## config.mk

```make
export PLATFORM = sky130hd
export DESIGN_NAME = grouped_score_pooling
export DESIGN_NICKNAME = d
export VERILOG_FILES = /design/src/design/gsp_pkg.sv /design/src/design/gsp_ctrl.sv /design/src/design/gsp_datapath.sv /design/src/design/grouped_score_pooling.sv
export SDC_FILE = /design/constraint.sdc
export NUM_CORES = 1
export LEC_CHECK = 0
export ABC_AREA = 0
export BUFFER_PORTS_ARGS = -buffer_cell sky130_fd_sc_hd__buf_2
export CORE_ASPECT_RATIO = 1.4
export CORE_MARGIN = 8
export CORE_UTILIZATION = 60
export DETAILED_ROUTE_END_ITERATION = 6
export PLACE_DENSITY = 0.91
export SLEW_MARGIN = 20
export SYNTH_ARGS = -nofsm -noshare
export SYNTH_HDL_FRONTEND = slang
export SYNTH_SLANG_ARGS = --single-unit
```

## constraint.sdc

```tcl
create_clock -name i_clk -period 9.02 [get_ports i_clk]
set_clock_uncertainty 0.1 [all_clocks]
set_input_delay 1.353 -clock i_clk [delete_from_list [all_inputs] [get_ports i_clk]]
set_output_delay 1.353 -clock i_clk [all_outputs]
set_load 0.03 [all_outputs]
```

## src/design/gsp_pkg.sv

```systemverilog
`timescale 1ns / 1ps
// ----------------------------------------------------------------------------
// gsp_pkg
// Shared types and constants for the grouped score pooling block.
// ----------------------------------------------------------------------------
package gsp_pkg;

    // field widths
    localparam int SCORE_W     = 16;
    localparam int VALUE_W     = 28;
    localparam int COUNT_W     = 13;
    localparam int MAX_REGIONS = 4096;
    localparam int POS_W       = $clog2(MAX_REGIONS);

    // configuration port
    localparam int CFG_IDX_W  = 2;
    localparam int CFG_DATA_W = 16;
    localparam logic [CFG_IDX_W-1:0] CFG_POOL_MODE       = CFG_IDX_W'(0);
    localparam logic [CFG_IDX_W-1:0] CFG_SCORE_THRESHOLD = CFG_IDX_W'(1);

    // divider sizing
    localparam int DIV_STEPS  = VALUE_W;
    localparam int DIV_STEP_W = $clog2(DIV_STEPS);

    // saturation limits
    localparam logic [COUNT_W-1:0] TALLY_MAX = {COUNT_W{1'b1}};

    typedef enum logic [1:0] {
        MODE_SUM  = 2'd0,
        MODE_MAX  = 2'd1,
        MODE_TSUM = 2'd2,
        MODE_TAVG = 2'd3
    } t_pool_mode;

    typedef enum logic [1:0] {
        ST_ACCUM,
        ST_DIVIDE,
        ST_EMIT
    } t_state;

    // controller to datapath
    typedef struct packed {
        logic acc;          // take one score into the group
        logic start_div;    // close group, launch divider
        logic div_step;     // one divider iteration
        logic load_direct;  // close group, write result register now
        logic load_div;     // write divider result into result register
    } t_dp_cmd;

    // datapath to controller
    typedef struct packed {
        logic need_div;     // current score closes an average group with kept scores
        logic div_last;     // divider is on its last iteration
        logic out_free;     // result register can take a new value this cycle
    } t_dp_status;

endpackage

```

## src/design/gsp_ctrl.sv

```systemverilog
`timescale 1ns / 1ps
// ----------------------------------------------------------------------------
// gsp_ctrl
// Controller: sequences scoring, group close, division and result load.
// ----------------------------------------------------------------------------
module gsp_ctrl (
    input  logic                i_clk,
    input  logic                i_rst_n,
    input  logic                i_in_valid,
    input  logic                i_group_end,
    input  logic                i_out_stall,
    input  logic                i_out_valid_q,
    input  gsp_pkg::t_dp_status i_status,
    output logic                o_in_stall,
    output gsp_pkg::t_dp_cmd    o_cmd
);

    gsp_pkg::t_state r_state;
    gsp_pkg::t_state n_state;

    // state register
    always_ff @(posedge i_clk) begin
        if (!i_rst_n) begin
            r_state <= gsp_pkg::ST_ACCUM;
        end else begin
            r_state <= n_state;
        end
    end

    // next state and commands
    always_comb begin
        logic accept;
        n_state    = r_state;
        o_cmd      = '0;
        o_in_stall = 1'b1;
        accept     = 1'b0;
        unique case (r_state)
            gsp_pkg::ST_ACCUM: begin
                // hold a group end back only while the result register is blocked
                o_in_stall = i_out_valid_q && i_out_stall && i_group_end;
                accept     = i_in_valid && !o_in_stall;
                o_cmd.acc  = accept;
                if (accept && i_group_end) begin
                    if (i_status.need_div) begin
                        o_cmd.start_div = 1'b1;
                        n_state         = gsp_pkg::ST_DIVIDE;
                    end else begin
                        o_cmd.load_direct = 1'b1;
                    end
                end
            end
            gsp_pkg::ST_DIVIDE: begin
                o_cmd.div_step = 1'b1;
                if (i_status.div_last) begin
                    n_state = gsp_pkg::ST_EMIT;
                end
            end
            gsp_pkg::ST_EMIT: begin
                if (i_status.out_free) begin
                    o_cmd.load_div = 1'b1;
                    n_state        = gsp_pkg::ST_ACCUM;
                end
            end
            default: begin
                n_state = gsp_pkg::ST_ACCUM;
            end
        endcase
    end

endmodule

```

## src/design/gsp_datapath.sv

```systemverilog
`timescale 1ns / 1ps
// ----------------------------------------------------------------------------
// gsp_datapath
// Datapath: group accumulators, column position, radix-2 divider and
// result register.
// ----------------------------------------------------------------------------
module gsp_datapath (
    input  logic                                  i_clk,
    input  logic                                  i_rst_n,
    input  gsp_pkg::t_dp_cmd                      i_cmd,
    output gsp_pkg::t_dp_status                   o_status,
    input  logic                                  i_cfg_we,
    input  logic [gsp_pkg::CFG_IDX_W-1:0]         i_cfg_index,
    input  logic [gsp_pkg::CFG_DATA_W-1:0]        i_cfg_wdata,
    input  logic signed [gsp_pkg::SCORE_W-1:0]    i_score,
    input  logic                                  i_column_end,
    input  logic                                  i_out_stall,
    output logic                                  o_out_valid,
    output logic signed [gsp_pkg::VALUE_W-1:0]    o_pooled_value,
    output logic [gsp_pkg::COUNT_W-1:0]           o_kept_count,
    output logic [gsp_pkg::POS_W-1:0]             o_max_position,
    output logic                                  o_used_fallback
);

    localparam int SW = gsp_pkg::SCORE_W;
    localparam int VW = gsp_pkg::VALUE_W;
    localparam int CW = gsp_pkg::COUNT_W;
    localparam int PW = gsp_pkg::POS_W;

    localparam logic signed [VW-1:0] ACC_MAX = {1'b0, {(VW-1){1'b1}}};
    localparam logic signed [VW-1:0] ACC_MIN = {1'b1, {(VW-1){1'b0}}};
    localparam logic signed [SW-1:0] BEST_INIT = {1'b1, {(SW-1){1'b0}}};

    // configuration
    gsp_pkg::t_pool_mode    r_pool_mode;
    logic signed [SW-1:0]   r_score_threshold;

    // group state
    logic signed [VW-1:0]   r_kept_sum,   n_kept_sum;
    logic signed [VW-1:0]   r_group_sum,  n_group_sum;
    logic signed [SW-1:0]   r_best_score, n_best_score;
    logic [PW-1:0]          r_best_pos,   n_best_pos;
    logic [CW-1:0]          r_kept_tally, n_kept_tally;
    logic [PW-1:0]          r_col_pos,    n_col_pos;
    logic                   r_group_open;

    // divider
    logic [VW-1:0]                  r_quo;
    logic [CW-1:0]                  r_rem;
    logic [CW-1:0]                  r_divisor;
    logic                           r_neg;
    logic [gsp_pkg::DIV_STEP_W-1:0] r_step;
    logic [CW-1:0]                  r_res_count;
    logic [PW-1:0]                  r_res_pos;

    // result register
    logic                   r_out_valid;
    logic signed [VW-1:0]   r_out_value;
    logic [CW-1:0]          r_out_count;
    logic [PW-1:0]          r_out_pos;
    logic                   r_out_fallback;

    logic signed [VW-1:0]   direct_value;
    logic [CW-1:0]          direct_count;
    logic                   direct_fallback;
    logic [VW-1:0]          kept_mag;
    logic [CW:0]            div_trial;
    logic                   div_ge;
    logic signed [VW-1:0]   div_value;
    logic                   keep;

    // configuration writes
    always_ff @(posedge i_clk) begin
        if (!i_rst_n) begin
            r_pool_mode       <= gsp_pkg::MODE_SUM;
            r_score_threshold <= '0;
        end else if (i_cfg_we) begin
            if (i_cfg_index == gsp_pkg::CFG_POOL_MODE) begin
                r_pool_mode <= gsp_pkg::t_pool_mode'(i_cfg_wdata[1:0]);
            end else if (i_cfg_index == gsp_pkg::CFG_SCORE_THRESHOLD) begin
                r_score_threshold <= signed'(i_cfg_wdata[SW-1:0]);
            end
        end
    end

    // score update with saturating sums
    always_comb begin
        logic signed [VW:0] gsum;
        logic signed [VW:0] ksum;
        gsum = '0;
        ksum = '0;
        keep = (i_score >= r_score_threshold);

        gsum = {r_group_sum[VW-1], r_group_sum} + (VW+1)'(i_score);
        if (gsum > (VW+1)'(ACC_MAX)) begin
            n_group_sum = ACC_MAX;
        end else if (gsum < (VW+1)'(ACC_MIN)) begin
            n_group_sum = ACC_MIN;
        end else begin
            n_group_sum = gsum[VW-1:0];
        end

        n_kept_sum   = r_kept_sum;
        n_kept_tally = r_kept_tally;
        if (keep) begin
            ksum = {r_kept_sum[VW-1], r_kept_sum} + (VW+1)'(i_score);
            if (ksum > (VW+1)'(ACC_MAX)) begin
                n_kept_sum = ACC_MAX;
            end else if (ksum < (VW+1)'(ACC_MIN)) begin
                n_kept_sum = ACC_MIN;
            end else begin
                n_kept_sum = ksum[VW-1:0];
            end
            if (r_kept_tally != gsp_pkg::TALLY_MAX) begin
                n_kept_tally = r_kept_tally + CW'(1);
            end
        end

        // first score of a group always wins; ties keep the earlier one
        if (!r_group_open || (i_score > r_best_score)) begin
            n_best_score = i_score;
            n_best_pos   = r_col_pos;
        end else begin
            n_best_score = r_best_score;
            n_best_pos   = r_best_pos;
        end

        if (i_column_end || (r_col_pos == PW'(gsp_pkg::MAX_REGIONS - 1))) begin
            n_col_pos = '0;
        end else begin
            n_col_pos = r_col_pos + PW'(1);
        end
    end

    // result for modes that finish at once
    always_comb begin
        direct_value    = n_group_sum;
        direct_count    = '0;
        direct_fallback = 1'b0;
        unique case (r_pool_mode)
            gsp_pkg::MODE_SUM: begin
                direct_value = n_group_sum;
            end
            gsp_pkg::MODE_MAX: begin
                direct_value = VW'(n_best_score);
            end
            gsp_pkg::MODE_TSUM: begin
                direct_count = n_kept_tally;
                if (n_kept_tally == '0) begin
                    direct_value    = n_group_sum;
                    direct_fallback = 1'b1;
                end else begin
                    direct_value = n_kept_sum;
                end
            end
            gsp_pkg::MODE_TAVG: begin
                direct_count    = n_kept_tally;
                direct_value    = VW'(n_best_score);
                direct_fallback = 1'b1;
            end
            default: begin
                direct_value = n_group_sum;
            end
        endcase
    end

    assign kept_mag  = n_kept_sum[VW-1] ? VW'(-n_kept_sum) : VW'(n_kept_sum);
    assign div_trial = {r_rem, r_quo[VW-1]};
    assign div_ge    = (div_trial >= {1'b0, r_divisor});
    assign div_value = r_neg ? -signed'(r_quo) : signed'(r_quo);

    // group state registers
    always_ff @(posedge i_clk) begin
        if (!i_rst_n) begin
            r_kept_sum   <= '0;
            r_group_sum  <= '0;
            r_best_score <= BEST_INIT;
            r_best_pos   <= '0;
            r_kept_tally <= '0;
            r_col_pos    <= '0;
            r_group_open <= 1'b0;
        end else if (i_cmd.acc) begin
            r_col_pos <= n_col_pos;
            if (i_cmd.start_div || i_cmd.load_direct) begin
                r_kept_sum   <= '0;
                r_group_sum  <= '0;
                r_best_score <= BEST_INIT;
                r_best_pos   <= '0;
                r_kept_tally <= '0;
                r_group_open <= 1'b0;
            end else begin
                r_kept_sum   <= n_kept_sum;
                r_group_sum  <= n_group_sum;
                r_best_score <= n_best_score;
                r_best_pos   <= n_best_pos;
                r_kept_tally <= n_kept_tally;
                r_group_open <= 1'b1;
            end
        end
    end

    // restoring divider, one quotient bit per cycle
    always_ff @(posedge i_clk) begin
        if (!i_rst_n) begin
            r_step <= '0;
        end else if (i_cmd.start_div) begin
            r_quo       <= kept_mag;
            r_rem       <= '0;
            r_divisor   <= n_kept_tally;
            r_neg       <= n_kept_sum[VW-1];
            r_step      <= '0;
            r_res_count <= n_kept_tally;
            r_res_pos   <= n_best_pos;
        end else if (i_cmd.div_step) begin
            r_rem  <= div_ge ? CW'(div_trial - {1'b0, r_divisor}) : CW'(div_trial);
            r_quo  <= {r_quo[VW-2:0], div_ge};
            r_step <= r_step + gsp_pkg::DIV_STEP_W'(1);
        end
    end

    // result register
    always_ff @(posedge i_clk) begin
        if (!i_rst_n) begin
            r_out_valid <= 1'b0;
        end else if (i_cmd.load_direct || i_cmd.load_div) begin
            r_out_valid <= 1'b1;
        end else if (!i_out_stall) begin
            r_out_valid <= 1'b0;
        end
    end

    always_ff @(posedge i_clk) begin
        if (i_cmd.load_direct) begin
            r_out_value    <= direct_value;
            r_out_count    <= direct_count;
            r_out_pos      <= n_best_pos;
            r_out_fallback <= direct_fallback;
        end else if (i_cmd.load_div) begin
            r_out_value    <= div_value;
            r_out_count    <= r_res_count;
            r_out_pos      <= r_res_pos;
            r_out_fallback <= 1'b0;
        end
    end

    // status back to controller
    assign o_status.need_div = (r_pool_mode == gsp_pkg::MODE_TAVG) && (n_kept_tally != '0);
    assign o_status.div_last = (r_step == gsp_pkg::DIV_STEP_W'(gsp_pkg::DIV_STEPS - 1));
    assign o_status.out_free = !r_out_valid || !i_out_stall;

    assign o_out_valid     = r_out_valid;
    assign o_pooled_value  = r_out_value;
    assign o_kept_count    = r_out_count;
    assign o_max_position  = r_out_pos;
    assign o_used_fallback = r_out_fallback;

endmodule

```

## src/design/grouped_score_pooling.sv

```systemverilog
`timescale 1ns / 1ps
// ----------------------------------------------------------------------------
// grouped_score_pooling
// Pools a stream of Q8.8 region scores per group: sum, max, thresholded sum
// or thresholded average, with kept count and position of the maximum.
// ----------------------------------------------------------------------------
// Throughput: one score per cycle while the result register is not blocked and
//   groups close in sum, max or thresholded-sum mode, or in average mode with nothing kept.
// Results that need no division show in the cycle after their group-end transaction.
// Thresholded average with kept scores: the shared restoring divider works out the
//   quotient one bit per step, then loads it once the result register is free; input is stalled meanwhile.
// Reset (synchronous, active low) clears configuration, group state,
//   column position and the result valid flag; no clearing pass.
module grouped_score_pooling (
    input  logic                                  i_clk,
    input  logic                                  i_rst_n,
    input  logic                                  i_cfg_we,
    input  logic [gsp_pkg::CFG_IDX_W-1:0]         i_cfg_index,
    input  logic [gsp_pkg::CFG_DATA_W-1:0]        i_cfg_wdata,
    input  logic                                  i_in_valid,
    output logic                                  o_in_stall,
    input  logic signed [gsp_pkg::SCORE_W-1:0]    i_score,
    input  logic                                  i_group_end,
    input  logic                                  i_column_end,
    output logic                                  o_out_valid,
    input  logic                                  i_out_stall,
    output logic signed [gsp_pkg::VALUE_W-1:0]    o_pooled_value,
    output logic [gsp_pkg::COUNT_W-1:0]           o_kept_count,
    output logic [gsp_pkg::POS_W-1:0]             o_max_position,
    output logic                                  o_used_fallback
);

    gsp_pkg::t_dp_cmd    cmd;
    gsp_pkg::t_dp_status status;

    // controller
    gsp_ctrl u_ctrl (
        .i_clk         (i_clk),
        .i_rst_n       (i_rst_n),
        .i_in_valid    (i_in_valid),
        .i_group_end   (i_group_end),
        .i_out_stall   (i_out_stall),
        .i_out_valid_q (o_out_valid),
        .i_status      (status),
        .o_in_stall    (o_in_stall),
        .o_cmd         (cmd)
    );

    // datapath
    gsp_datapath u_datapath (
        .i_clk           (i_clk),
        .i_rst_n         (i_rst_n),
        .i_cmd           (cmd),
        .o_status        (status),
        .i_cfg_we        (i_cfg_we),
        .i_cfg_index     (i_cfg_index),
        .i_cfg_wdata     (i_cfg_wdata),
        .i_score         (i_score),
        .i_column_end    (i_column_end),
        .i_out_stall     (i_out_stall),
        .o_out_valid     (o_out_valid),
        .o_pooled_value  (o_pooled_value),
        .o_kept_count    (o_kept_count),
        .o_max_position  (o_max_position),
        .o_used_fallback (o_used_fallback)
    );

endmodule

```

## After elaboration in Yosys (flattened, before gate mapping)

Cells that the tools add are included.

- Output and inout bits: 56
- Bits in registers: 257

- Equal/unequal tests: 14
- Order comparisons: 7
- $add $sub $neg: 8
- Mux-type cells: 52
- Reduce and logical (&&, ||, !) cells: 29
- Bitwise logic cells: 2

Operators by type and width:

| operator | count |
|---|---|
| 28-bit 2-to-1 mux | 14 |
| 13-bit 2-to-1 mux | 8 |
| 28-bit one-hot mux with 3 select lines | 1 |
| 12-bit 2-to-1 mux | 5 |
| 28-bit by 16-bit adder with 29-bit output | 2 |
| 29-bit by 28-bit > comparator with 1-bit output (second input constant) | 2 |
| 29-bit by 28-bit < comparator with 1-bit output (second input constant) | 2 |
| 28-bit negation | 2 |
| 16-bit 2-to-1 mux | 2 |
| 16-bit >= comparator | 1 |
| 16-bit > comparator | 1 |
| 1-bit 2-to-1 mux | 15 |
| 14-bit by 13-bit >= comparator with 1-bit output | 1 |
| 13-bit by 1-bit adder with 13-bit output (second input constant) | 1 |
| 13-bit logical NOT | 1 |
| 13-bit != test (second input constant) | 1 |
| 13-bit nonzero test | 1 |
| 13-bit subtractor | 1 |
| 12-bit by 1-bit adder with 12-bit output (second input constant) | 1 |
| 12-bit equality test (second input constant) | 1 |
| 2-bit 2-to-1 mux | 5 |
| 2-bit by 1-bit equality test with 1-bit output (second input constant) | 3 |
| 2-bit equality test (second input constant) | 3 |
| 2-bit logical NOT | 3 |
| 15 further kinds | 35 |

## Logic depth before layout (Yosys ltp)

Gate-level depths: netlist of run 1.

- Word-level depth: 10
- Mapped depth: 18
- Gate-level depth less buffers: 17

## By module

Synthesis of run 1 repeated with hierarchy kept, for this count alone.

- Cell total of the unflattened synthesis: 2116
- Area total of the unflattened synthesis: 17885.9 um2

Modules (own cells, without submodules):

| module | seq. area each (um2) | area an instance (um2) | instances | cells an instance |
|---|---|---|---|---|
| gsp_datapath | 6316.1 | 17742.0 | 1 | 2101 |
| gsp_ctrl | 40.0 | 143.9 | 1 | 15 |

## Worst setup path before layout of run 1

No wires, ideal clock.

- Path kind: in2reg
- From: in i_score[15] (netlist name)
- To: reg u_datapath.r_out_count[0] (netlist: u_datapath.o_kept_count[0]) (enable)
- Stages: 14
- Data arrival time: 5.970 ns
- Required time: 7.996 ns
- Buffers on the path: 3
- Path slack: 2.026 ns
- Path through: ha_1 nand4_1 or2_2 o211ai_1 nand3_1 or3_1 a2bb2oi_1 or3_1 clkbuf_1 nand2_1 o21ai_0 clkbuf_1 clkbuf_1 o21ai_0

- Word-level cells in the longest chain between the ends: 8

RTL lines:

| item | RTL line | RTL |
|---|---|---|
| start, declared | grouped_score_pooling.sv:22 | `input logic signed [gsp_pkg::SCORE_W-1:0] i_score,` |
| 16-bit >= comparator | gsp_datapath.sv:92 | `keep = (i_score >= r_score_threshold);` |
| 13-bit 2-to-1 mux | gsp_datapath.sv:105 | `if (keep) begin` |
| 13-bit nonzero test | gsp_datapath.sv:247 | `assign o_status.need_div = (r_pool_mode == gsp_pkg::MODE_TAVG) && (n_kept_tally != '0);` |
| 1-bit logical AND | gsp_datapath.sv:247 |  |
| 1-bit 2-to-1 mux | gsp_ctrl.sv:44 | `if (i_status.need_div) begin` |
| 1-bit 2-to-1 mux | gsp_ctrl.sv:43 | `if (accept && i_group_end) begin` |
| 1-bit 2-to-1 mux | gsp_ctrl.sv:37 | `unique case (r_state)` |
| 2-bit nonzero test (no line) | - |  |
| end signal, assigned | gsp_datapath.sv:235 | `r_out_count <= direct_count;` |
| end signal, assigned | gsp_datapath.sv:240 | `r_out_count <= r_res_count;` |
| end, declared | gsp_datapath.sv:59 | `logic [CW-1:0] r_out_count;` |

Every way passes these cells.
A chain may end at the register's enable or synchronous reset.

## Worst setup path after layout of run 1

- From: in i_score[15] (netlist name)
- To: reg u_datapath.r_res_count[0] (enable)

- Word-level cells in the longest chain between the ends: 8

RTL lines:

| item | RTL line | RTL |
|---|---|---|
| 16-bit >= comparator | gsp_datapath.sv:92 |  |
| 13-bit 2-to-1 mux | gsp_datapath.sv:105 |  |
| 13-bit nonzero test | gsp_datapath.sv:247 |  |
| 1-bit logical AND | gsp_datapath.sv:247 |  |
| 1-bit 2-to-1 mux | gsp_ctrl.sv:44 |  |
| 1-bit 2-to-1 mux | gsp_ctrl.sv:43 |  |
| 2-bit 2-to-1 mux | gsp_ctrl.sv:37 |  |
| 2-bit AND reduction (no line) | - |  |
| end signal, assigned | gsp_datapath.sv:212 | `r_res_count <= n_kept_tally;` |
| end, declared | gsp_datapath.sv:53 | `logic [CW-1:0] r_res_count;` |

Every way passes these cells.

==> reports/metrics.csv, run 1 <==
metric,value,unit
number of max-cap violations,0,
TritonCTS clock tree,yes,
row cnt,73,
max-slew violation count,0,
wl on met1,18.94,mm
fin crit period,6.722,ns
CTS resizes,0,
1st-iter DRT viols,1527,
DP Area,0.01797,mm2
CP Buf/Inv Count,2,
Multi-input gate area,0.01020,mm2
largest net degree at the start of global routing,90,
# DRC,2,
Switching Share,31.59,%
CP Launch Type,input pin,
Final HPWL DP,38.38,mm
first-pass GRT wire length,82.17,mm
Least-Margin Pin Slew,1.074,ns
number of global-route vias before repair,15760,
"area leader, netlist",edfxtp_1,
most frequent cells in the layout,"nor2_1 (261), nand2_1 (232), a21oi_1 (167)",
WL final,52.27,mm
final setup fails,0,
Synthesized Nets,2197,
worst-path cell chain,"buf_2, ha_1, nand4_1, or2_2, o211ai_1, nand2_1, o41ai_1, a221o_1, or3_1, nand4_1, nor2_2, buf_4",
Finished Layout Cells,2479,
max layer used,met4,
Pint,0.002279,W
Static Leak,7.456,nW
worst relative slew slack,28.30,%
# IOs,97,
routed wl met3,4.175,mm
Critical Path Most Common Cell,nand4_1,
Detail Route Antenna Nets,0,
number of distinct library cells after synthesis,90,
gpl congestion,0.9594,
total power,0.003331,W
kind of cell adding the most delay to the critical path,simple AND/OR/NAND/NOR gates,
"commonest non-fill, non-tap cell in the layout",nor2_1,
area of the mapped netlist,0.01720,mm2
share of layout cells above drive strength 1,10.18,%
layout net count,2233,
Hold WS,0.3564,ns
Gate Count Post-Synth,2047,
post-synthesis sequential area ratio,36.95,%
post-route cell area,0.01897,mm2
Max Fclk,148.8,MHz
sw power,0.001052,W
Inst Count DP,2429,
violated checks,design-rule violations,
WL/cell,21.08,um
Critical Path Max Stage Delay,0.88,ns
Fill cells,2236,
die span in x,159.1,um
synthesis-to-finish area growth,10.25,%
maximum VDD drop,0.1206,mV
CTS buffer count,26,
core box area,0.02831,mm2
Mean Syn Cell Area,8.404,um2
Clock Sink Count,257,
final hold vios,0,
TritonRoute pass-1 iters,7,
Die Height,216.4,um
"Slowest-stage cell, CP",nor2_2,
Hold Path Class,flip-flop to flip-flop,
dominant synthesized flop cell,dfxtp_1,
power density cells,175.6,mW/mm2
remaining global-route overflow,0,
Reg power frac,38.6,%
crit path max fanout,30,
Root Buffer,clkbuf_16,
# port buffers,96,
clock slew at reported path FFs,0.06,ns
status,finished with violations,
TNS Setup,0,ns
period utilisation layout,74.53,%
full die area,0.03442,mm2
ys async rst share,0,%
combinational fraction of design power,23.8,%
CP Class,input pin to flip-flop,
worst endpoint required time,9.18,ns
Avg Vias per Cell,6.526,
met2 routed WL,24.93,mm
#FFs+latches synth,257,
Overall Global Routing Usage,29.11,%
cts hold-fix bufs,0,
Critical Path Sink Type,flip-flop,
initial core utilization,60.76,%
register area,0.006356,mm2
"top cells by area, synth","edfxtp_1 (21%), dfxtp_1 (16%), ha_1 (7.7%)",
RSZ-0062 raised after global routing,no,
clk buf depth,3,
area share of the largest cell type after synthesis,21.12,%
"Warnings, synthesis",0,
initial antenna violation count,1,
H-tree levels,1,
Crit path arrival time,6.89,ns
number of enable flip-flop cells after synthesis,121,
clk_lat worst skew,0.57,ns
clock power share,37.6,%
Post-CTS Repair Setup Buffers,0,
vias,16180,
## worst reg2reg max path, stage by stage (launching register included)
cell and delay (ns):
dfxtp_1 0.33, inv_1 0.06, ha_1 0.30, a2111oi_0 0.51, o21ai_0 0.20, a21oi_1 0.17
o211ai_1 0.35, nand2_1 0.75, o41ai_1 0.20, a221o_1 0.39, or3_1 0.70, a31oi_4 0.99
buf_4 0.38, o21ai_0 0.11, a21oi_1 0.14
## cell usage after synthesis, types with 13 or more instances
library cell and instances:
xnor2_1 70, a21o_1 30, mux2_2 16, dfxtp_1 136, o21a_1 20, ha_1 106, a31oi_1 21, a21oi_1 167
or3_1 27, mux2i_1 13, o21bai_1 13, a211oi_1 18, xor2_1 56, nor2b_1 20, nand2_1 233, nand3_1 32
nor3_1 29, o211ai_1 25, edfxtp_1 121, clkbuf_1 99, a22oi_1 70, nand4_1 32, nor2_1 264, inv_1 83
o21ai_0 125, o2bb2ai_1 13
## flip-flops by register name, summed over array words and instances, names as in the netlist
name                          flops
u_datapath.o_pooled_value        28
u_datapath.r_group_sum           28
u_datapath.r_kept_sum            28
u_datapath.r_quo                 28
u_datapath.r_best_score          16
u_datapath.r_score_threshold     16
u_datapath.o_kept_count          13
u_datapath.r_kept_tally          13
u_datapath.r_rem                 13
u_datapath.r_res_count           13
u_datapath.o_max_position        12
u_datapath.r_best_pos            12
u_datapath.r_col_pos             12
u_datapath.r_res_pos             12
u_datapath.r_step                 5
u_ctrl.r_state                    2
u_datapath.r_pool_mode            2
u_datapath.o_out_valid            1
u_datapath.o_used_fallback        1
u_datapath.r_group_open           1
u_datapath.r_neg                  1
## per-stage QoR
stage / setup slack (ns) / util [%]
2_1_floorplan: 2.026 / -
3_3_place_gp: 2.059 / 63.46
3_5_place_dp: 1.873 / 63.46
4_1_cts: 2.420 / 66.90
5_1_grt: 2.053 / 66.99
6_report: 2.298 / 66.99
## worst paths after layout
kind,slack [ns],end,cells past startpoint,from
min,0.36,u_datapath.r_score_threshold[7],2,u_datapath.r_score_threshold[7]
max,2.30,u_datapath.r_res_count[0],12,i_score[15]
min reg2reg,0.36,u_datapath.r_score_threshold[7],2,u_datapath.r_score_threshold[7]
max reg2reg,3.19,u_datapath.o_pooled_value[0],14,u_datapath.r_score_threshold[13]
## logic make-up after synthesis
logic type,synth area share [%]
flip-flops,36.95
AO/OA/AOI/OAI,23.53
AND/OR/NAND/NOR,18.89
XOR/XNOR,6.415
buffers and inverters,4.298
multiplexers,1.804
adder cells (fa/ha/maj),8.116
## power groups by stage
stage | combinational [W] | clock, W | sequential, W
after floorplan | 0.000518 | 0 | 0.00133
after global placement | 0.000744 | 0 | 0.00131
after detailed placement | 0.000763 | 0 | 0.00131
after CTS | 0.000770 | 0.00125 | 0.00128
after global routing | 0.000852 | 0.00129 | 0.00129
final | 0.000793 | 0.00125 | 0.00129
## layout make-up
class | count | share of cell area (%)
timing repair buffer | 117 | 3.430
antenna | 1 | 0.01319
tap | 375 | 2.474
clock buffer | 31 | 3.529
sequential | 257 | 33.51
clock inverter | 17 | 1.596
multi-input combinational | 1597 | 53.78
inverter | 84 | 1.669
## layer usage
layer	vias to the layer above	GRT usage (%)
met2	856	49.56
li1	7522	-
met3	221	4.382
met5	-	0
met1	7580	32.31
met4	0	22.86
No activity file was read; power rests on OpenSTA's default activity.
==> run 2: changes to the inputs <==
Settings changed: ABC_AREA 0 to 1, CORE_UTILIZATION 60 to 57, PLACE_DENSITY 0.91 to 0.9.
Clock period 9.02 ns to 5.55 ns, I/O delays scaled along.
==> reports/metrics.csv, run 2 <==
metric,value,unit,change
final hold vios,0,,unchanged
largest net degree at the start of global routing,100,,+11%
die span in x,166.4,um,+4.6%
hold endpoint,u_datapath.r_score_threshold[15],,
# IOs,97,,unchanged
WL/cell,19.76,um,-6.3%
DP Area,0.01882,mm2,+4.7%
maximum VDD drop,0.2621,mV,+120%
row cnt,77,,+5.5%
main combinational cell family by area after synthesis,simple AND/OR/NAND/NOR gates,,
"area leader, netlist",edfxtp_1,,
TritonRoute pass-1 iters,7,,unchanged
"commonest non-fill, non-tap cell in the layout",nand2_1,,
RSZ-0062 raised after global routing,no,,
Diodes inserted,0,,-1
remaining global-route overflow,0,,unchanged
crit path max fanout,29,,-3.3%
area share of the largest cell type after synthesis,20.12,%,-1.0 points
Crit path arrival time,4.80,ns,-2.09 ns
cts hold-fix bufs,0,,unchanged
H-tree levels,1,,unchanged
post-synthesis sequential area ratio,35.19,%,-1.8 points
post-route cell area,0.01969,mm2,+3.8%
# DRC,1,,-1
Least-Margin Pin Slew,0.9661,ns,-0.1083 ns
worst relative slew slack,35.36,%,+7.1 points
Root Buffer,clkbuf_16,,
Gate Count Post-Synth,2519,,+23%
number of global-route vias before repair,17310,,+9.8%
CP Class,input pin to flip-flop,,
Die Height,226.6,um,+4.7%
final setup fails,0,,unchanged
FF-to-FF End,u_datapath.o_max_position[8],,
clk buf depth,3,,unchanged
full die area,0.03772,mm2,+9.6%
area of the mapped netlist,0.01806,mm2,+5.0%
CP Launch Type,input pin,,
worst endpoint required time,5.75,ns,-3.43 ns
Overall Global Routing Usage,30.34,%,+1.2 points
"Warnings, synthesis",0,,unchanged
flop2flop setup slack,1.18,ns,-2.01 ns
Synthesized Nets,2669,,+21%
violated checks,design-rule violations,,
Avg Vias per Cell,5.950,,-8.8%
period utilisation layout,82.95,%,
synthesis-to-finish area growth,9.020,%,
initial antenna violation count,0,,-1
Critical Path Most Common Cell,nand2_1,,
CTS buffer count,27,,+3.8%
number of distinct library cells after synthesis,59,,-34%
WL final,59.35,mm,+14%
"Slowest-stage cell, CP",nand3_2,,
Hold Path Class,flip-flop to flip-flop,,
dominant synthesized flop cell,dfxtp_1,,
share of layout cells above drive strength 1,10.74,%,+0.56 points
most frequent cells in the layout,"nand2_1 (727), a21oi_1 (274), inv_1 (241)",,
Synth Area in Compound Gates,16.47,%,-7.1 points
Clock Sink Count,257,,unchanged
met1 usage,33.72,%,+1.4 points
FF-to-FF path depth,20,,+6
layout net count,2737,,+23%
"top cells by area, synth","edfxtp_1 (20%), nand2_1 (15%), dfxtp_1 (15%)",,
number of enable flip-flop cells after synthesis,121,,unchanged
multiplexer share of the synthesized area,0.2494,%,-1.6 points
Final HPWL DP,45.44,mm,+18%
ys async rst share,0,%,unchanged
Adder-Cell Fraction of Synth Area,7.676,%,-0.44 points
CP Buf/Inv Count,3,,+1
Hold WS,0.3651,ns,+0.008649 ns
Critical Path Max Stage Delay,0.43,ns,-0.45 ns
total power,0.005571,W,+67%
vias,17870,,+10%
WHS Path Cells,2,,unchanged
Critical Path Sink Type,flip-flop,,
clk_lat worst skew,0.56,ns,about the same
first-pass GRT wire length,91.68,mm,+12%
most common library cells after synthesis,"nand2_1 (728), a21oi_1 (275), inv_1 (241), nor2_1 (180), dfxtp_1 (136)",,
Detail Route Antenna Nets,0,,unchanged
1st-iter DRT viols,1874,,+23%
worst r2r src,u_datapath.r_score_threshold[15],,
#FFs+latches synth,257,,unchanged
CTS resizes,0,,unchanged
Fill cells,2794,,+25%
Post-CTS Repair Setup Buffers,0,,unchanged
"count leader, synth",nand2_1,,
worst-path cell chain,"buf_2, ha_1, nand2_1, o21bai_1, nand2_1, a21oi_1, nand3_1, nand2_1, nand3_2, o21ai_1, o21ai_2, nor2_2, nand3_1, nor2_1, nand2_2, nand2_4, nand2_4, inv_2, buf_4, a31oi_1",,
status,finished with violations,,
power density cells,283.0,mW/mm2,+61%
Finished Layout Cells,3003,,+21%
clock slew at reported path FFs,0.06,ns,about the same
number of gates on the worst path with buffers counted,20,,+8
gpl congestion,0.9642,,+0.50%
global routing's busiest layer,met2,,
kind of cell adding the most delay to the critical path,simple AND/OR/NAND/NOR gates,,
worst hold start,u_datapath.r_score_threshold[15],,
Max Fclk,217.2,MHz,
initial core utilization,57.50,%,-3.3 points
TNS Setup,0,ns,unchanged
number of max-cap violations,0,,unchanged
M2 GR Usage,55.91,%,+6.4 points
core box area,0.03141,mm2,+11%
# port buffers,96,,unchanged
max-slew violation count,0,,unchanged
Post-Synth Simple-Gate Area,27.16,%,+8.3 points
TritonCTS clock tree,yes,,
Post-Synth XOR/XNOR Area,5.189,%,-1.2 points
grt met3 use,3.153,%,-1.2 points
Inst Count DP,2953,,+22%
fin crit period,4.604,ns,
Static Leak,8.754,nW,+17%
Mean Syn Cell Area,7.169,um2,-15%
run 2: changes by cell type after synthesis, sizes merged, moves of 69 or more:
| cell | delta |
|---|---|
| nand3 | +80 |
| inv | +174 |
| nand2 | +521 |
| a22oi | -69 |
| nor2 | -72 |
| a21oi | +109 |
run 2: cells by family (layout without fill, tap and decap cells):
group	after synthesis	count (layout)
AND/OR/NAND/NOR	1156	1156
AO/OA/AOI/OAI	538	538
buffers and inverters	348	437
flip-flops	257	257
adder cells (fa/ha/maj)	109	109
XOR/XNOR	107	107
multiplexers	4	4
run 2: per-stage QoR:
step,setup slack (ns),utilization (%)
detailed placement,0.4422,59.92
global route,0.6382,62.69
finish,0.9464,62.69
CTS,0.9959,62.66
global placement,0.5242,59.92
floorplan,0.06496,-
run 2: area by class of cell:
cell class              count  area (um2)  share of cell area, %
repair buffers            127       729.5                  3.705
well taps                 395       494.2                  2.510
clock buffers              34       711.9                  3.616
inverters                 260       978.4                  4.969
multi-input cells        1914       10270                  52.16
flip-flops and latches    257        6356                  32.28
clock inverters            16       148.9                 0.7562
run 2: how the worst max path moves through the flow:
stage,to,startpoint
final,u_datapath.o_max_position[8],i_score[15]
after global routing,u_datapath.o_max_position[8],i_score[15]
after CTS,u_datapath.o_max_position[8],i_score[15]
after detailed placement,u_datapath.o_max_position[8],i_score[15]
after global placement,u_datapath.r_quo[20],i_score[15]
after floorplan,u_datapath.r_quo[0],i_score[15]
run 2: layer usage:
metal  routed length (um)  share of wire [%]
met1                21920                 37
met5                    0                  0
met3                 3884                6.5
met4                 3393                5.7
met2                30150                 51
run 2: power by group:
group	switching (W)	internal, W
Clock	0.000808	0.00101
Combinational	0.00118	0.000479
Sequential	0.0000444	0.00205
run 2: worst min-delay path: cells and delay by family (launching register included):
family,cells,cell delay [ns]
buf+inv,1,0.06
flops,1,0.29
compound gates,1,0.06
